File: src/rtl/core/mag_pkg.sv
`timescale 1ns / 1ps

package mag_pkg;

  // Field widths
  localparam int unsigned FUNC_W = 2;
  localparam int unsigned ID_W   = 8;
  localparam int unsigned POS_W  = 31;

  // Default table size
  localparam int unsigned TABLE_DEPTH_DEF = 256;

  // Operation codes
  typedef enum logic [FUNC_W-1:0] {
    FUNC_JOIN  = 2'd0,
    FUNC_LEAVE = 2'd1,
    FUNC_QUERY = 2'd2,
    FUNC_CLEAR = 2'd3
  } func_e;

  // Input item
  typedef struct packed {
    func_e             func;
    logic [ID_W-1:0]   member_id;
    logic [POS_W-1:0]  position;
  } in_t;

  // Result item
  typedef struct packed {
    logic             found;
    logic [ID_W-1:0]  upper_id;
    logic [ID_W-1:0]  lower_id;
  } out_t;

  // One table entry, kept sorted by position
  typedef struct packed {
    logic [POS_W-1:0] pos;
    logic [ID_W-1:0]  owner;
  } entry_t;

  // Commands from the controller to the datapath
  typedef struct packed {
    logic load_item;
    logic clear_all;
    logic search_rd;
    logic search_upd;
    logic check_rd;
    logic write_owner;
    logic shift_init;
    logic shift_step;
    logic insert;
    logic leave_step;
    logic leave_end;
    logic query_step;
    logic result_load;
  } cmd_t;

  // Status from the datapath to the controller
  typedef struct packed {
    logic search_open;
    logic lo_lt_cnt;
    logic pos_eq;
    logic full;
    logic shift_done;
    logic scan_done;
    logic rd_valid;
    logic out_free;
  } stat_t;

endpackage

File: src/rtl/core/mag_ctrl.sv
`timescale 1ns / 1ps

module mag_ctrl (
  input  logic            clk_i,
  input  logic            rst_ni,
  input  logic            in_valid_i,
  input  mag_pkg::func_e  in_func_i,
  output logic            in_stall_o,
  input  mag_pkg::stat_t  stat_i,
  output mag_pkg::cmd_t   cmd_o
);

  import mag_pkg::*;

  localparam logic [3:0] S_IDLE       = 4'd0;
  localparam logic [3:0] S_SEARCH     = 4'd1;
  localparam logic [3:0] S_SEARCH_CMP = 4'd2;
  localparam logic [3:0] S_CHECK      = 4'd3;
  localparam logic [3:0] S_CHECK_CMP  = 4'd4;
  localparam logic [3:0] S_SHIFT      = 4'd5;
  localparam logic [3:0] S_INSERT     = 4'd6;
  localparam logic [3:0] S_LEAVE      = 4'd7;
  localparam logic [3:0] S_QUERY      = 4'd8;
  localparam logic [3:0] S_RESULT     = 4'd9;

  logic [3:0] state_q, state_d;

  assign in_stall_o = state_q != S_IDLE;

  // Sequencer
  always_comb begin
    cmd_o   = '0;
    state_d = state_q;
    case (state_q)
      S_IDLE: begin
        if (in_valid_i) begin
          cmd_o.load_item = 1'b1;
          case (in_func_i)
            FUNC_JOIN:  state_d = S_SEARCH;
            FUNC_LEAVE: state_d = S_LEAVE;
            FUNC_QUERY: state_d = S_QUERY;
            FUNC_CLEAR: cmd_o.clear_all = 1'b1;
            default:    state_d = S_IDLE;
          endcase
        end
      end
      S_SEARCH: begin
        if (stat_i.search_open) begin
          cmd_o.search_rd = 1'b1;
          state_d         = S_SEARCH_CMP;
        end else begin
          state_d = S_CHECK;
        end
      end
      S_SEARCH_CMP: begin
        cmd_o.search_upd = 1'b1;
        state_d          = S_SEARCH;
      end
      S_CHECK: begin
        if (stat_i.lo_lt_cnt) begin
          cmd_o.check_rd = 1'b1;
          state_d        = S_CHECK_CMP;
        end else if (stat_i.full) begin
          state_d = S_IDLE;
        end else begin
          cmd_o.shift_init = 1'b1;
          state_d          = S_SHIFT;
        end
      end
      S_CHECK_CMP: begin
        if (stat_i.pos_eq) begin
          cmd_o.write_owner = 1'b1;
          state_d           = S_IDLE;
        end else if (stat_i.full) begin
          state_d = S_IDLE;
        end else begin
          cmd_o.shift_init = 1'b1;
          state_d          = S_SHIFT;
        end
      end
      S_SHIFT: begin
        cmd_o.shift_step = 1'b1;
        if (stat_i.shift_done && !stat_i.rd_valid) begin
          state_d = S_INSERT;
        end
      end
      S_INSERT: begin
        cmd_o.insert = 1'b1;
        state_d      = S_IDLE;
      end
      S_LEAVE: begin
        cmd_o.leave_step = 1'b1;
        if (stat_i.scan_done && !stat_i.rd_valid) begin
          cmd_o.leave_end = 1'b1;
          state_d         = S_IDLE;
        end
      end
      S_QUERY: begin
        cmd_o.query_step = 1'b1;
        if (stat_i.scan_done && !stat_i.rd_valid) begin
          state_d = S_RESULT;
        end
      end
      S_RESULT: begin
        if (stat_i.out_free) begin
          cmd_o.result_load = 1'b1;
          state_d           = S_IDLE;
        end
      end
      default: state_d = S_IDLE;
    endcase
  end

  always_ff @(posedge clk_i or negedge rst_ni) begin
    if (!rst_ni) begin
      state_q <= S_IDLE;
    end else begin
      state_q <= state_d;
    end
  end

endmodule

File: config.mk
export PLATFORM = sky130hd
export DESIGN_NAME = mag_ctrl
export DESIGN_NICKNAME = d
export VERILOG_FILES = /design/src/rtl/core/mag_pkg.sv /design/src/rtl/core/mag_ctrl.sv
export SDC_FILE = /design/constraint.sdc
export NUM_CORES = 1
export LEC_CHECK = 0
export BUFFER_PORTS_ARGS = -buffer_cell sky130_fd_sc_hd__buf_2
export CORE_AREA = 5 5 42 44
export CTS_BUF_LIST = sky130_fd_sc_hd__clkbuf_4
export CTS_CLUSTER_DIAMETER = 50
export DETAILED_ROUTE_END_ITERATION = 8
export DIE_AREA = 0 0 47 49
export PLACE_DENSITY_LB_ADDON = 0.12
export SYNTH_ARGS = -nofsm -noshare
export SYNTH_HDL_FRONTEND = slang
export SYNTH_SLANG_ARGS = --single-unit
File: constraint.sdc
create_clock -name clk_i -period 4.4 [get_ports clk_i]
set_input_delay 0.88 -clock clk_i [delete_from_list [all_inputs] [get_ports clk_i]]
set_output_delay 0.88 -clock clk_i [all_outputs]
set_load 0.05 [all_outputs]
After elaboration in Yosys (flattened, before gate mapping)

Index checks and enable logic that the tools add are counted.

Register bits: 4
Latch bits: 0
Bits in writable memories: 0
ROM bits: 0
Input bits: 13
Output and inout port bits: 14
Word-level logic and storage cells: 58
Memories: 0

Add/subtract/negate cells: 0
$mul: 0
Divide/modulo/power cells: 0
Magnitude comparators: 0
Eq/ne operators: 18
Shifts and indexed selects: 0
Multiplexer cells: 32
Bitwise gates (word level): 0
Reductions and logical operators: 7

Operator list:

| cell                                                                    | count |
|---|---|
| 4-bit case mux with 9 select lines                                      | 1 |
| 4-bit 2-to-1 mux                                                        | 7 |
| 1-bit 2-to-1 mux                                                        | 18 |
| 4-bit by 3-bit equality test with 1-bit output, second input constant   | 4 |
| 4-bit case mux with 3 select lines                                      | 1 |
| 2-bit inequality test, second input constant                            | 5 |
| 4-bit by 2-bit equality test with 1-bit output, second input constant   | 2 |
| 4-bit equality test, second input constant                              | 2 |
| 2-bit 2-to-1 mux                                                        | 3 |
| 6-bit AND reduction                                                     | 1 |
| 2-bit equality test, second input constant                              | 2 |
| 4-bit by 1-bit equality test with 1-bit output, second input constant   | 1 |
| 4-bit zero test                                                         | 1 |
| 4-bit by 1-bit inequality test with 1-bit output, second input constant | 1 |
| 4-bit nonzero test                                                      | 1 |
| 3-bit 2-to-1 mux                                                        | 1 |
| 2-bit by 1-bit equality test with 1-bit output, second input constant   | 1 |
| 1-bit logical AND                                                       | 2 |
| 2-bit zero test                                                         | 1 |
| 1-bit case mux with 2 select lines                                      | 1 |
| 1-bit zero test                                                         | 1 |

Longest topological paths before layout

Gate-level depths: netlist (run 1).

Depth in word-level cells: 4
Depth in mapped cells: 7
Mapped depth without buffers: 7

Least setup slack after synthesis (run 1)

Ideal clock, no wire load.

Path kind: register -> output
From: register state_q[0]
To: output port cmd_o[4] in the netlist's numbering
Arrival time: 2,328 ps
Data required time: 3,520 ps
Slack: 1,192 ps
Cell stages (with the launch flop): 4
Path buffers: 2
Cells stage by stage: dfrtp_1 -> buf_6 -> buf_2 -> nor4b_1

RTL lines:

| what                     | RTL line        | source |
|---|---|---|
| start: declaration       | mag_ctrl.sv:26  | `logic [3:0] state_q, state_d;` |
| start signal: assignment | mag_ctrl.sv:118 | `state_q <= state_d;` |
| end: declaration         | mag_ctrl.sv:10  | `output mag_pkg::cmd_t cmd_o` |

==> flow_summary.toml, run 1 <==
[layout]
top_register = "state_q"
top_regs = "state_q: 4 flops"
final_core_util_pct = 49.5
syn2layout_area_growth_pct = 21.0
layout.nets = 104
num-fill-cells = 150
num_antenna_cells = 0
largest_reg_flops = 4
drive_above_1_share_pct = 43.8

[worst_setup_path]
r2r_start = "state_q[2]$_DFFE_PN0P_"
slowest_stage = "buf_2"
crit_path_start_kind = "primary input"
cp-end-kind = "primary output"
cp_cell_sequence = "buf_2 > nor4b_2 > a31oi_1 > nor3_1 > buf_2"
r2r_cells = 7
worstPathArrival_ns = 1.79
required_ns = 3.52
slowest_delay_ns = 0.29
path_max_fanout = 2
crit_path_frequent_cell = "buf_2"
timing.rr.end = "state_q[0]$_DFFE_PN0P_"
crit_end = "cmd_o[6]"
rrSetupSlack_ns = 2.55
worstSetupPathType = "in -> out"
crit_start = "stat_i[5]"

[die]
rows = 14
start_util_pct = 40.9
die_area_sq_mm = 0.00230
io_pins = 27
die_height_um = 49
core_sq_mm = 0.00140
chipWidth_um = 47

[sta]
finalWorstSetupSlack_ns = 1.73
max_slew.worst_pin.slew_ns = 0.622
max_freq_mhz = 374
fin_setup_tns_ns = 0
period_share_pct = 60.7
grt_setup_unrepaired = "false"
final-setup-viol-count = 0
skew_ns = 0.00201
slew_violations = 0
period_needed_ns = 2.67
relSlewSlack_pct = 58.5
finalHoldViolCount = 0

[clock_tree]
ctsHoldBuffers = 0
cts_buffer_depth = 2
cts_tree = "done"
h-tree-depth = 1
clk_latency_ns = 0.23
cts_buffers = 3
post_cts_resized = 0
cts_setup_buffers = 0
clkSinkCount = 4
cts_root_buffer = "clkbuf_4"
clkSlewWorstSetupHoldPaths_ns = 0.03

[global_routing]
grt_max_degree = 20
grt_pass1_vias = 543
gr-total-overflow = 0
grt_pass1_wl_mm = 2.18
grt_antenna_before_repair = 0
grt_usage_pct = 12.1

[synthesis]
ys_seq_elements = 4
yosysWarnings = 0
synth_top_flop_cell = "dfrtp_1"
synth_edf_count = 0
avgSynthCellArea_sq_um = 8.55
async_flop_share_pct = 100
syn_inst = 67
ys_seq_area_share_pct = 17.5
synth_nets = 80
synth_cell_types = 35
netlist_area_sq_um = 573

[placed_design]
post-dp-hpwl_mm = 1.05
dpl_worst_slack_ns = 1.72
place_congestion = 0.739
io_buffers = 26

[route]
wl_per_cell_um = 12.9
route.vias.total = 583
wl_mm = 1.35
drtIter0Drc = 12
drc_errors = 0
firstDrtPassIters = 2
vias_per_cell = 5.55
ant_nets = 0

[power_and_ir_drop]
vdd.ir_drop.worst_mv = 0.261
p_leak_nw = 0.349
finalPower_mw = 0.462
power_density_mw_per_mm2 = 667

[min_path]
hold_path.class = "in -> async"

[outcome]
status = "finished clean"

[flow_run]
cap_violations = 0
-- layout by cell type (no fill, tap or decap), types with 3 or more instances in the layout --
cell type and count:
clkbuf_4 3, o21ai_1 3, a31oi_1 3, nor3_1 3, nor2_1 8, and4_1 3, dfrtp_1 4, buf_2 26
-- worst min-delay path by stage --
stage / from / end / slack, ns / depth (start not counted)
6_report: rst_ni / state_q[3]$_DFFE_PN0P_ / 0.45 / 1
5_1_grt: rst_ni / state_q[2]$_DFFE_PN0P_ / 0.44 / 1
4_1_cts: rst_ni / state_q[3]$_DFFE_PN0P_ / 0.44 / 1
3_5_place_dp: rst_ni / state_q[3]$_DFFE_PN0P_ / 0.69 / 1
3_3_place_gp: rst_ni / state_q[1]$_DFFE_PN0P_ / 0.68 / 1
2_1_floorplan: rst_ni / state_q[0]$_DFFE_PN0P_ / 0.58 / 0
-- kinds of logic after synthesis --
kind of cell | count (synthesis) | synth area share [%]
AO/OA/AOI/OAI | 15 | 22.7
AND/OR/NAND/NOR | 36 | 45.4
buffers and inverters | 11 | 11.8
flip-flops | 4 | 17.5
multiplexers | 1 | 2.62
-- final cells by class --
cell class	count	area (sq um)	share of cell area (%)
multi-input combinational	52	405	58.5
timing repair buffer	26	130	18.8
sequential	4	100	14.4
clock buffer	3	22.5	3.25
tap	16	20.0	2.89
inverter	4	15.0	2.17
-- power by group --
part           internal (mW)  leakage (nW)  switching (mW)
clock                 0.0303        0.0138          0.0125
sequential            0.0510        0.0514          0.0726
combinational          0.121         0.284           0.174
total                  0.203         0.349           0.259
-- routing by layer --
metal,part of all wire [%],GRT usage (%),up-vias
met5,0,0,-
met3,8.1,2.21,0
li1,-,-,302
met4,0,2.76,0
met2,46,19.7,18
met1,46,15.9,263
-- synth_stat cells (2+ instances only) --
| library cell | n | area (sq um) |
|---|---|---|
| a31oi_1 | 3 | 18.8 |
| and2_1 | 2 | 12.5 |
| and3_1 | 2 | 12.5 |
| and3b_1 | 2 | 17.5 |
| and4_1 | 3 | 26.3 |
| buf_2 | 3 | 15.0 |
| buf_4 | 2 | 15.0 |
| buf_6 | 2 | 22.5 |
| dfrtp_1 | 4 | 100 |
| inv_1 | 2 | 7.51 |
| inv_2 | 2 | 7.51 |
| nand2b_1 | 2 | 12.5 |
| nand3_1 | 2 | 10.0 |
| nor2_1 | 8 | 30.0 |
| nor2b_1 | 2 | 12.5 |
| nor3_1 | 3 | 15.0 |
| nor4b_1 | 2 | 17.5 |
| nor4b_2 | 2 | 30.0 |
| o21ai_1 | 3 | 15.0 |
-- metrics by stage --
stage	std cells	hold WS, ns	instance area (sq um)
after floorplan	67	0.584	573
after detailed placement	102	0.686	671
after CTS	105	0.444	693
after global placement	102	0.684	671
final	105	0.447	693
after global routing	105	0.441	693
-- worst max-delay path, delay by kind of cell --
family	cells	cell delay, ns
buf+inv	2	0.40
compound gates	1	0.10
simple gates	2	0.41
No activity file was read; power rests on OpenSTA's default activity.
==> run 2: changes to the inputs <==
Settings changed: CORE_AREA 5 5 42 44 to unset, CORE_MARGIN set to 5, CORE_UTILIZATION set to 42, DIE_AREA 0 0 47 49 to unset.
Clock period 4.4 ns to 2.4 ns, I/O delays scaled along.
==> run 2 against run 1 <==
Against the previous run: register-to-register slack got worse by 2.0 ns; non-clock buffer count unchanged; combinational power increased by 84%; routed wire length increased by 1.5%; sequential share of layout area increased by 0.33 points; critical path type is now reg -> out; first-iteration DRC count decreased by 33%; critical endpoint unchanged; via count increased by 0.51%; core utilization increased by 3.9 points; total power increased by 85%; sequential power increased by 85%.
==> flow_summary.toml, run 2 (same netlist as run 1, synthesis figures left out) <==
[outcome]
status = "finished clean"

[route]
route.vias.total = 586
drtIter0Drc = 8
drc_errors = 0
wl_mm = 1.37
wl_per_cell_um = 13.2
firstDrtPassIters = 4
vias_per_cell = 5.63
ant_nets = 0

[global_routing]
grt_max_degree = 20
grt_antenna_before_repair = 0
grt_pass1_vias = 480
grt_usage_pct = 12.4
gr-total-overflow = 0
grt_pass1_wl_mm = 2.04

[placed_design]
placed_cell_area_sq_um = 669
post-dp-hpwl_mm = 1.03
dp_cells = 101
io_buffers = 26
place_congestion = 0.706
dpl_worst_slack_ns = 0.380

[layout]
layoutNonFillerInstCount = 104
fin_area_sq_um = 694
syn2layout_area_growth_pct = 21.2
layout.nets = 104
drive_above_1_share_pct = 46.1
top_regs = "state_q: 4 flops"
top_register = "state_q"
num_antenna_cells = 0
largest_reg_flops = 4
final_core_util_pct = 53.4
final_common_cell = "buf_2"
final_cell_mix = "buf_2 (26), nor2_1 (8)"

[clock_tree]
cts_root_buffer = "clkbuf_4"
cts_buffer_depth = 2
ctsHoldBuffers = 0
h-tree-depth = 1
clkSinkCount = 4
cts_buffers = 3
cts_tree = "done"
clk_latency_ns = 0.23
post_cts_resized = 0
clkSlewWorstSetupHoldPaths_ns = 0.04
cts_setup_buffers = 0

[sta]
period_needed_ns = 2.23
final-setup-viol-count = 0
fin_setup_tns_ns = 0
skew_ns = 0.00388
hold_ws_ns = 0.0479
max_slew.worst_pin.slew_ns = 0.630
period_share_pct = 92.8
finalWorstSetupSlack_ns = 0.172
max_freq_mhz = 449
slew_violations = 0
relSlewSlack_pct = 58.0
grt_setup_unrepaired = "false"
finalHoldViolCount = 0

[power_and_ir_drop]
finalPower_mw = 0.854
power_density_mw_per_mm2 = 1230
p_leak_nw = 0.347
vdd.ir_drop.worst_mv = 0.463

[die]
rows = 13
chipWidth_um = 46.9
die_height_um = 46.9
start_util_pct = 44.0
io_pins = 27
core_sq_mm = 0.00130
die_area_sq_mm = 0.00220

[worst_setup_path]
required_ns = 1.92
worstPathArrival_ns = 1.75
crit_path_start_kind = "flip-flop"
cp_top_family = "flip-flops"
path_buf_inv = 1
cp_cell_sequence = "nor4b_2 > a31oi_1 > nor3_1 > buf_2"
slowest_stage = "dfrtp_1"
worstSetupPathType = "reg -> out"
cp-end-kind = "primary output"
slowest_delay_ns = 0.60
path_max_fanout = 19

[min_path]
hold_path.class = "in -> async"

[flow_run]
cap_violations = 0
==> run 2: cell counts in the layout (fill, tap and decap cells not counted) <==
No cell type changed its count.
==> run 2: per-layer routing <==
layer,track usage [%],vias up,part of all wire [%]
met1,17.4,264,46
li1,-,300,-
met2,20.3,22,45
met5,0,-,0
met4,1.66,0,0
met3,2.30,0,9.5
==> run 2: layout make-up <==
type,instances,area (sq um)
Inverter,4,15.0
Sequential cell,4,103
Clock buffer,3,22.5
Multi-Input combinational cell,52,405
Fill cell,140,607
Timing Repair Buffer,26,130
Tap cell,15,18.8
==> run 2: report_power, final <==
group	switching, mW	total, mW	internal (mW)
registers	0.133	0.229	0.0967
logic	0.322	0.544	0.222
clock network	0.0243	0.0800	0.0557
==> run 2: path summary, 6_finish.rpt <==
path	start	endpoint	slack [ns]	cells past startpoint
max	state_q[1]$_DFFE_PN0P_	cmd_o[6]	0.17	4
min	rst_ni	state_q[2]$_DFFE_PN0P_	0.05	1
max reg2reg	state_q[1]$_DFFE_PN0P_	state_q[0]$_DFFE_PN0P_	0.56	4
min reg2reg	state_q[2]$_DFFE_PN0P_	state_q[2]$_DFFE_PN0P_	0.74	1
max in group asynchronous	rst_ni	state_q[0]$_DFFE_PN0P_	2.22	1
min in group clk_i	stat_i[2]	state_q[1]$_DFFE_PN0P_	0.60	4
==> run 2: worst reg2reg max path: stages (launching register included) <==
cell and delay [ns]:
dfrtp_1 0.73, and4bb_1 0.28, a32oi_2 0.22, nand3_2 0.17, mux2_4 0.32
==> run 3: changes to the inputs <==
Settings changed: CORE_MARGIN 5 to 1.5.
==> run 3 against run 2 <==
Against the previous run: setup slack gained 0.088 ns; total power grew 0.97%; register-to-register slack worse by 0.02 ns; critical path type unchanged; combinational power hardly changed; non-clock buffer count unchanged; highest routed layer unchanged.
==> flow_summary.toml, run 3 (same netlist as run 1, synthesis figures left out) <==
[placed_design]
io_buffers = 26
dpl_worst_slack_ns = 0.408
place_congestion = 0.727
post-dp-hpwl_um = 983

[worst_setup_path]
slowest_delay_ns = 0.58
worstPathArrival_ns = 1.66
slowest_stage = "dfrtp_1"
timing.rr.end = "state_q[0]$_DFFE_PN0P_"
r2r_start = "state_q[3]$_DFFE_PN0P_"
cp_cell_sequence = "nor4_4 > and4_1 > buf_2"
crit_path_start_kind = "flip-flop"
cp-end-kind = "primary output"
required_ns = 1.92
r2r_cells = 6
path_max_fanout = 18
worstSetupPathType = "reg -> out"
rrSetupSlack_ns = 0.54

[layout]
largest_reg_flops = 4
num-fill-cells = 138
num_antenna_cells = 0
top_regs = "state_q: 4 flops"
drive_above_1_share_pct = 47.2
syn2layout_area_growth_pct = 21.4
final_core_util_pct = 54.1
final_cell_mix = "buf_2 (26), nor2_1 (8)"
top_register = "state_q"
layout.nets = 104
final_common_cell = "buf_2"

[die]
die_area_sq_mm = 0.00159
io_pins = 27
die_height_um = 39.9
core_sq_mm = 0.00128
start_util_pct = 44.6
rows = 13
chipWidth_um = 39.9

[power_and_ir_drop]
p_leak_nw = 0.345
vdd.ir_drop.worst_mv = 0.507
power_density_mw_per_mm2 = 1240

[global_routing]
grt_pass1_vias = 478
grt_usage_pct = 19.7
gr-total-overflow = 0
grt_antenna_before_repair = 0
grt_pass1_wl_mm = 2.15
grt_max_degree = 20

[sta]
max_slew.worst_pin.slew_ns = 0.579
period_needed_ns = 2.14
max_freq_mhz = 467
grt_setup_unrepaired = "false"
final-setup-viol-count = 0
period_share_pct = 89.2
skew_ns = 0.00156
finalHoldViolCount = 0
hold_ws_ns = 0.0412
slew_violations = 0
finalWorstSetupSlack_ns = 0.260
relSlewSlack_pct = 61.4

[route]
drc_errors = 0
vias_per_cell = 5.62
firstDrtPassIters = 4
route.vias.total = 584
wl_per_cell_um = 12.4
wl_met3_um = 63
dr_wl_met2_um = 608
top_layer = "met3"
m1WireLength_um = 617
wl_mm = 1.29
drtIter0Drc = 7
ant_nets = 0

[clock_tree]
ctsHoldBuffers = 0
cts_root_buffer = "clkbuf_4"
post_cts_resized = 0
cts_setup_buffers = 0
clkSlewWorstSetupHoldPaths_ns = 0.04
cts_buffer_depth = 2
clkSinkCount = 4
h-tree-depth = 1
cts_tree = "done"
clk_latency_ns = 0.24
cts_buffers = 3

[outcome]
status = "finished clean"

[flow_run]
cap_violations = 0

[min_path]
hold_path.class = "in -> async"
[run 3: cell counts in the layout (fill, tap and decap cells not counted)]
No cell type changed its count.
[run 3: per-stage QoR]
stage / setup TNS, ns / power (mW) / cell area [sq um] / cells
3_5_place_dp: 0 / 0.776 / 669 / 101
6_report: 0 / 0.862 / 696 / 104
3_3_place_gp: 0 / 0.771 / 669 / 101
2_1_floorplan: -0.815 / 0.714 / 573 / 67
5_1_grt: 0 / 0.939 / 696 / 104
4_1_cts: 0 / 0.866 / 692 / 104
[run 3: layout make-up]
class / instances / area (sq um) / area share, %
Multi-Input combinational cell: 52 / 405 / 58.3
Timing Repair Buffer: 26 / 130 / 18.7
Sequential cell: 4 / 104 / 14.9
Clock buffer: 3 / 22.5 / 3.24
Tap cell: 15 / 18.8 / 2.70
Inverter: 4 / 15.0 / 2.16
[run 3: per-layer routing]
metal  track usage [%]  vias up
met5                 0        -
met4              2.59        0
met3              5.00        0
met2              29.0       19
met1              29.1      264
li1                  -      301
[run 3: how the worst max path moves through the flow]
stage,depth (start not counted),to,start,slack [ns]
2_1_floorplan,3,cmd_o[4],state_q[0]$_DFFE_PN0P_,-0.41
3_3_place_gp,4,cmd_o[6],state_q[2]$_DFFE_PN0P_,0.43
3_5_place_dp,4,cmd_o[6],state_q[2]$_DFFE_PN0P_,0.41
4_1_cts,4,cmd_o[6],state_q[0]$_DFFE_PN0P_,0.14
5_1_grt,4,cmd_o[6],state_q[0]$_DFFE_PN0P_,0.11
6_report,3,cmd_o[11],state_q[3]$_DFFE_PN0P_,0.26
[run 3: report_power, final]
part	leakage (nW)	internal, mW	switching (mW)
combinational	0.284	0.222	0.325
sequential	0.0475	0.0982	0.132
clock	0.0138	0.0561	0.0293
total	0.345	0.376	0.486
[run 3: critical path, delay by kind of cell (launching register included)]
family                 cells  cell delay (ns)
flip-flops                 1             0.58
AND/OR/NAND/NOR            2             0.58
buffers and inverters      1             0.25
